==> src/rtl/rbd_pkg.sv <==
// Shared constants, register indexes and channel widening functions for the box downscaler.
package rbd_pkg;

	localparam int MAX_FRAME_PIXELS_DEF = 131072;
	localparam int MAX_DIMENSION_DEF    = 1024;

	localparam int CFG_IDX_W  = 3;
	localparam int CFG_DATA_W = 11;

	localparam logic [CFG_IDX_W-1:0] CFG_SRC_WIDTH  = 3'd0;
	localparam logic [CFG_IDX_W-1:0] CFG_SRC_HEIGHT = 3'd1;
	localparam logic [CFG_IDX_W-1:0] CFG_DST_WIDTH  = 3'd2;
	localparam logic [CFG_IDX_W-1:0] CFG_DST_HEIGHT = 3'd3;
	localparam logic [CFG_IDX_W-1:0] CFG_ROTATED    = 3'd4;

	localparam logic [CFG_DATA_W-1:0] RST_SRC_WIDTH  = 11'd320;
	localparam logic [CFG_DATA_W-1:0] RST_SRC_HEIGHT = 11'd240;
	localparam logic [CFG_DATA_W-1:0] RST_DST_WIDTH  = 11'd320;
	localparam logic [CFG_DATA_W-1:0] RST_DST_HEIGHT = 11'd240;

	localparam logic OP_LOAD = 1'b0;
	localparam logic OP_EMIT = 1'b1;

	// c*255/31 by reciprocal: (c*255*33826) >> 20, exact for all 5-bit c
	function automatic logic [7:0] expand5(input logic [4:0] c);
		logic [12:0] x;
		logic [28:0] p;
		x = 13'(c) * 13'd255;
		p = 29'(x) * 29'd33826;
		return p[27:20];
	endfunction

	// c*255/63 by reciprocal: (c*255*16645) >> 20, exact for all 6-bit c
	function automatic logic [7:0] expand6(input logic [5:0] c);
		logic [13:0] x;
		logic [28:0] p;
		x = 14'(c) * 14'd255;
		p = 29'(x) * 29'd16645;
		return p[27:20];
	endfunction

endpackage

==> src/rtl/rbd_front.sv <==
// Front end: takes requests, tracks load position and output raster position, registers commands.
module rbd_front #(
	parameter int MAX_FRAME_PIXELS = rbd_pkg::MAX_FRAME_PIXELS_DEF,
	parameter int MAX_DIMENSION    = rbd_pkg::MAX_DIMENSION_DEF
) (
	input  logic                                   clk,
	input  logic                                   arst_n,
	input  logic                                   in_valid,
	output logic                                   in_ready,
	input  logic                                   operation,
	input  logic [15:0]                            pixel_value,
	input  logic [$clog2(MAX_FRAME_PIXELS+1)-1:0]  limit,
	input  logic [$clog2(MAX_DIMENSION+1)-1:0]     dw,
	input  logic [$clog2(MAX_DIMENSION+1)-1:0]     dh,
	output logic                                   cmd_valid,
	input  logic                                   cmd_ready,
	output logic                                   cmd_op,
	output logic [15:0]                            cmd_pixel,
	output logic [$clog2(MAX_FRAME_PIXELS)-1:0]    cmd_addr,
	output logic [$clog2(MAX_DIMENSION)-1:0]       cmd_x,
	output logic [$clog2(MAX_DIMENSION)-1:0]       cmd_y,
	output logic                                   cmd_last
);
	import rbd_pkg::*;

	localparam int DIMW = $clog2(MAX_DIMENSION + 1);
	localparam int CW   = $clog2(MAX_DIMENSION);
	localparam int LPW  = $clog2(MAX_FRAME_PIXELS + 1);
	localparam int AW   = $clog2(MAX_FRAME_PIXELS);

	logic            v_s1;
	logic            op_s1;
	logic [15:0]     pix_s1;
	logic [LPW-1:0]  load_pos_q;
	logic [CW-1:0]   col_q;
	logic [CW-1:0]   row_q;
	logic [LPW-1:0]  lp;
	logic [LPW-1:0]  lp_nxt;
	logic [CW-1:0]   x;
	logic [CW-1:0]   y;
	logic            col_end;
	logic            row_end;
	logic            fire;

	assign in_ready = !v_s1 || cmd_ready;
	assign fire     = v_s1 && cmd_ready;

	// input register
	always_ff @(posedge clk or negedge arst_n) begin
		if (!arst_n) begin
			v_s1 <= 1'b0;
		end else if (in_ready) begin
			v_s1 <= in_valid;
		end
	end

	always_ff @(posedge clk) begin
		if (in_ready && in_valid) begin
			op_s1  <= operation;
			pix_s1 <= pixel_value;
		end
	end

	// positions, restarted when beyond the current frame
	always_comb begin
		lp      = (load_pos_q >= limit) ? '0 : load_pos_q;
		lp_nxt  = lp + 1'b1;
		x       = (DIMW'(col_q) >= dw) ? '0 : col_q;
		y       = (DIMW'(row_q) >= dh) ? '0 : row_q;
		col_end = (DIMW'(x) + 1'b1) >= dw;
		row_end = (DIMW'(y) + 1'b1) >= dh;
	end

	always_ff @(posedge clk or negedge arst_n) begin
		if (!arst_n) begin
			load_pos_q <= '0;
			col_q      <= '0;
			row_q      <= '0;
		end else if (fire) begin
			if (op_s1 == OP_LOAD) begin
				load_pos_q <= (lp_nxt >= limit) ? '0 : lp_nxt;
			end else if (col_end) begin
				col_q <= '0;
				row_q <= row_end ? '0 : y + 1'b1;
			end else begin
				col_q <= x + 1'b1;
				row_q <= y;
			end
		end
	end

	assign cmd_valid = v_s1;
	assign cmd_op    = op_s1;
	assign cmd_pixel = pix_s1;
	assign cmd_addr  = lp[AW-1:0];
	assign cmd_x     = x;
	assign cmd_y     = y;
	assign cmd_last  = col_end && row_end;

endmodule

==> config.mk <==
export PLATFORM = sky130hd
export DESIGN_NAME = rbd_front
export DESIGN_NICKNAME = d
export VERILOG_FILES = /design/src/rtl/rbd_pkg.sv /design/src/rtl/rbd_front.sv
export SDC_FILE = /design/constraint.sdc
export NUM_CORES = 1
export LEC_CHECK = 0
export ABC_AREA = 1
export BUFFER_PORTS_ARGS = -buffer_cell sky130_fd_sc_hd__clkbuf_2
export CAP_MARGIN = 20
export CORE_ASPECT_RATIO = 1.1
export CORE_UTILIZATION = 40
export CTS_CLUSTER_SIZE = 12
export DETAILED_ROUTE_END_ITERATION = 12
export PLACE_DENSITY = 0.72
export SLEW_MARGIN = 30
export SYNTH_ARGS = -nofsm -noshare
export SYNTH_HDL_FRONTEND = slang
export SYNTH_SLANG_ARGS = --single-unit
==> constraint.sdc <==
create_clock -name clk -period 5.3 [get_ports clk]
set_input_delay 0 -clock clk [delete_from_list [all_inputs] [get_ports clk]]
set_output_delay 0 -clock clk [all_outputs]
set_load 0.1 [all_outputs]
==> impl_metrics.ini <==
[placement]
port-buffer-count = 117
detailedPlacementHpwl_um = 11900
place.gp.congestion = 0.918
pre_cts_ws_ns = 0.483

[pwr]
power_frac_comb = 0.666
areal_power_density_over_the_cells_nw_per_um2 = 444
seq_power_share = 0.213
p_switching_mw = 1.77
cell_internal_pwr_mw = 1.21
leakage_nw = 3.67
clockPowerShare = 0.121
power_switching_share = 0.594
peakVddDrop_mv = 0.307

[final_layout]
commonest_cells_after_routing_fill_and_taps_aside = sky130_fd_sc_hd__nand2_1 (163), sky130_fd_sc_hd__inv_1 (137), sky130_fd_sc_hd__clkbuf_2 (117), sky130_fd_sc_hd__ha_1 (81)
area_growth_pct = 20.8
antenna_cells = 0
fillCellCount = 1338
most_common_cell_after_layout_fill_and_taps_aside = sky130_fd_sc_hd__nand2_1
share_of_layout_cells_above_drive_strength_1 = 0.232
nNetsFinal = 1034

[setup_path]
cp_top_family = simple AND/OR/NAND/NOR gates
regToRegSetupSlack_ns = 0.64
critical_path_required_ns = 5.30
crit_fanout = 10
cp_arrival_ns = 4.79
setup.worst_path.start = col_q[8]
crit_path_end_kind = output port
regToRegEndpoint = load_pos_q[5]
timing.critical_path.buf_inv = 7
setup.worst_path.class = flip-flop to output port
reg2regPathDepth = 25
worst_path_largest_cell_delay_ns = 0.43
critical_path.slowest_cell = sky130_fd_sc_hd__dfrtp_1
regToRegStartpoint = load_pos_q[3]
worst_setup_path_endpoint = cmd_last
crit_path_start_kind = flip-flop
worstSetupPathDepth = 25

[run_status]
run_status = complete, no violations

[route]
routed_wirelength_um = 14600
initialDrtViolationCount = 373
drt.antenna.violating_nets = 0
avgViaCountPerCell = 5.00
drc_errors = 0
route.detailed.wl_per_inst_um = 13.5
drtPass1Iterations = 5
detailroute.via_count = 5389

[flow_run]
maxCapViolCount = 0

[timing]
fmax_mhz = 209
finalHoldViolations = 0
final.setup.worst_slack_ns = 0.509
finalClockSkew_ns = 0.00701
fin_crit_share = 0.904
worst_slew_margin_rel = 0.561
worstMarginPinSlew_ns = 0.658
finalCriticalPeriod_ns = 4.79
rsz_0062_raised_after_global_routing = no
report.final.setup_viol = 0
final_max_slew_viol_count = 0
totalNegativeSetupSlack_ns = 0

[clock_tree]
cts_max_level = 2
clk_path_buf_depth = 2
numCtsBuffers = 5
cts_num_sinks = 56
tritoncts = yes
clkLatencyLatePin_ns = 0.30
post_cts_resized = 0
clock-root-buffer = sky130_fd_sc_hd__clkbuf_16
worst_setup_hold_path_clk_slew_ns = 0.08

[global_route]
antenna_violations_before_repair = 0
grt_max_degree = 40
grt_pass1_wl_um = 23800
grtUsageTotal = 0.206
grt.overflow.total = 0
first_global_vias = 5202

[yosys]
syn_inst = 750
postSynthRegisterBits = 56
synth.distinct_cells = 49
synth_edf_count = 17
share_of_the_yosys_chip_area_belonging_to_registers = 0.267
avgSynthCellArea_um2 = 7.43
synth.cell_area_um2 = 5570
yosysWarningCount = 0
syn-num-nets = 892
synth-main-ff-cell = sky130_fd_sc_hd__dfrtp_1
asyncSetResetFlopFracSynth = 0.696

[die]
fp_rows = 44
initial_utilization = 0.417
design.die.area_um2 = 14400
floorplan.die.width_um = 115
io-pin-count = 118
die_height_um = 126
core_area_um2 = 13400

[worst_hold_path]
hold_path.class = input pin to flip-flop
==> cell usage after synthesis, types with 2 or more instances <==
library cell / instances / share of area
sky130_fd_sc_hd__nand2_1: 163 / 0.11
sky130_fd_sc_hd__inv_1: 137 / 0.092
sky130_fd_sc_hd__ha_1: 81 / 0.18
sky130_fd_sc_hd__nor2_1: 45 / 0.030
sky130_fd_sc_hd__nand3_1: 44 / 0.040
sky130_fd_sc_hd__dfrtp_1: 39 / 0.18
sky130_fd_sc_hd__a21oi_1: 36 / 0.032
sky130_fd_sc_hd__nand4_1: 22 / 0.025
sky130_fd_sc_hd__o21ai_0: 20 / 0.018
sky130_fd_sc_hd__edfxtp_1: 17 / 0.092
sky130_fd_sc_hd__nor2_2: 16 / 0.018
sky130_fd_sc_hd__nor2_4: 13 / 0.026
sky130_fd_sc_hd__o22ai_1: 12 / 0.013
sky130_fd_sc_hd__and2_1: 10 / 0.011
sky130_fd_sc_hd__inv_2: 9 / 0.0061
sky130_fd_sc_hd__nand2_2: 9 / 0.010
sky130_fd_sc_hd__o21ai_1: 7 / 0.0063
sky130_fd_sc_hd__nand3_4: 5 / 0.016
sky130_fd_sc_hd__nor3_1: 5 / 0.0045
sky130_fd_sc_hd__a21oi_2: 4 / 0.0063
sky130_fd_sc_hd__nand3_2: 4 / 0.0072
sky130_fd_sc_hd__nor3_2: 4 / 0.0072
sky130_fd_sc_hd__nor4_1: 4 / 0.0045
sky130_fd_sc_hd__a22oi_1: 3 / 0.0040
sky130_fd_sc_hd__or2_2: 3 / 0.0034
sky130_fd_sc_hd__xnor2_1: 3 / 0.0047
sky130_fd_sc_hd__xor2_1: 3 / 0.0047
sky130_fd_sc_hd__a211oi_1: 2 / 0.0027
sky130_fd_sc_hd__a21boi_1: 2 / 0.0027
sky130_fd_sc_hd__and3_1: 2 / 0.0022
sky130_fd_sc_hd__buf_4: 2 / 0.0027
sky130_fd_sc_hd__buf_6: 2 / 0.0040
sky130_fd_sc_hd__clkbuf_1: 2 / 0.0013
sky130_fd_sc_hd__clkinv_1: 2 / 0.0013
sky130_fd_sc_hd__nand2_4: 2 / 0.0040
sky130_fd_sc_hd__nor2_8: 2 / 0.0072
sky130_fd_sc_hd__o21a_1: 2 / 0.0027
==> kinds of logic (layout without fill, tap and decap cells) <==
logic type | count (synthesis) | in the layout | share of synthesized area
XOR/XNOR | 6 | 6 | 0.00943
flip-flops | 56 | 56 | 0.267
AND/OR/NAND/NOR | 356 | 356 | 0.332
buffers and inverters | 155 | 298 | 0.109
AO/OA/AOI/OAI | 96 | 96 | 0.101
adder cells (fa/ha/maj) | 81 | 81 | 0.182
==> worst min path at each step <==
stage	slack, ns	from	cells past startpoint	endpoint
finish	0.03	cmd_ready	4	cmd_valid
global route	0.06	cmd_ready	4	cmd_valid
CTS	0.01	cmd_ready	4	cmd_valid
detailed placement	0.11	arst_n	2	load_pos_q[1]
global placement	0.12	arst_n	2	load_pos_q[7]
floorplan	-0.30	arst_n	0	cmd_valid
==> through the flow <==
| stage | area, µm² | instances | hold WS [ns] | utilization | power (mW) |
|---|---|---|---|---|---|
| final | 6730 | 1077 | 0.0329 | 0.503 | 2.99 |
| after floorplan | 5570 | 750 | -0.296 | - | 2.25 |
| after detailed placement | 6380 | 1050 | 0.113 | 0.477 | 2.62 |
| after CTS | 6730 | 1077 | 0.0105 | 0.503 | 3.00 |
| after global routing | 6730 | 1077 | 0.0604 | 0.503 | 3.20 |
| after global placement | 6380 | 1050 | 0.118 | 0.477 | 2.59 |
==> what timing repair did <==
action / 4_1_cts / 5_1_grt
buffers inserted: 0 / 0
hold buffers: 19 / 0
hold endpoints to repair: 57 / 0
==> sequential cells by signal, indices dropped and copies added, names as in the netlist <==
signal      flops
load_pos_q     18
cmd_pixel      16
col_q          10
row_q          10
cmd_op          1
cmd_valid       1
==> per-layer routing <==
layer,global-route usage,part of all wire,vias to the layer above,routed length (µm)
met3,0.0236,0.041,26,600
met5,0,0,-,0
li1,-,-,2754,-
met4,0.0733,0.025,0,368
met1,0.264,0.46,2448,6660
met2,0.357,0.48,161,6960
==> power groups by stage <==
stage	Clock, mW	Sequential (mW)	Combinational, mW
floorplan	0	0.667	1.58
global placement	0	0.641	1.95
detailed placement	0	0.644	1.97
CTS	0.370	0.636	1.99
global route	0.386	0.649	2.16
finish	0.361	0.637	1.99
==> worst register-to-register path, stage by stage, from the launching register on <==
cell and delay, ns:
sky130_fd_sc_hd__dfrtp_1 0.47, sky130_fd_sc_hd__ha_1 0.33, sky130_fd_sc_hd__nand2_1 0.07, sky130_fd_sc_hd__nand2_1 0.06, sky130_fd_sc_hd__a21oi_2 0.11, sky130_fd_sc_hd__nand2_1 0.09
sky130_fd_sc_hd__nand2_1 0.07, sky130_fd_sc_hd__nand2_1 0.04, sky130_fd_sc_hd__nand2_1 0.13, sky130_fd_sc_hd__nand2_2 0.07, sky130_fd_sc_hd__nor2_1 0.25, sky130_fd_sc_hd__ha_1 0.25
sky130_fd_sc_hd__nand4_2 0.15, sky130_fd_sc_hd__nor2_4 0.17, sky130_fd_sc_hd__nand2_1 0.10, sky130_fd_sc_hd__clkinv_1 0.10, sky130_fd_sc_hd__nand4_1 0.11, sky130_fd_sc_hd__and2_1 0.19
sky130_fd_sc_hd__ha_1 0.28, sky130_fd_sc_hd__nand2_1 0.06, sky130_fd_sc_hd__nor4_1 0.56, sky130_fd_sc_hd__o211ai_1 0.22, sky130_fd_sc_hd__nand4_1 0.15, sky130_fd_sc_hd__nor2_2 0.14
sky130_fd_sc_hd__inv_1 0.24, sky130_fd_sc_hd__o22ai_1 0.12
==> cell type report <==
type | count | area (µm²) | share of cell area
multi-input cells | 539 | 3480 | 0.518
flip-flops and latches | 56 | 1490 | 0.221
repair buffers | 142 | 821 | 0.122
inverters | 148 | 556 | 0.0825
well taps | 184 | 230 | 0.0342
clock buffers | 5 | 125 | 0.0186
clock inverters | 3 | 28.8 | 0.00428
Power figures use the tool's default switching activity.
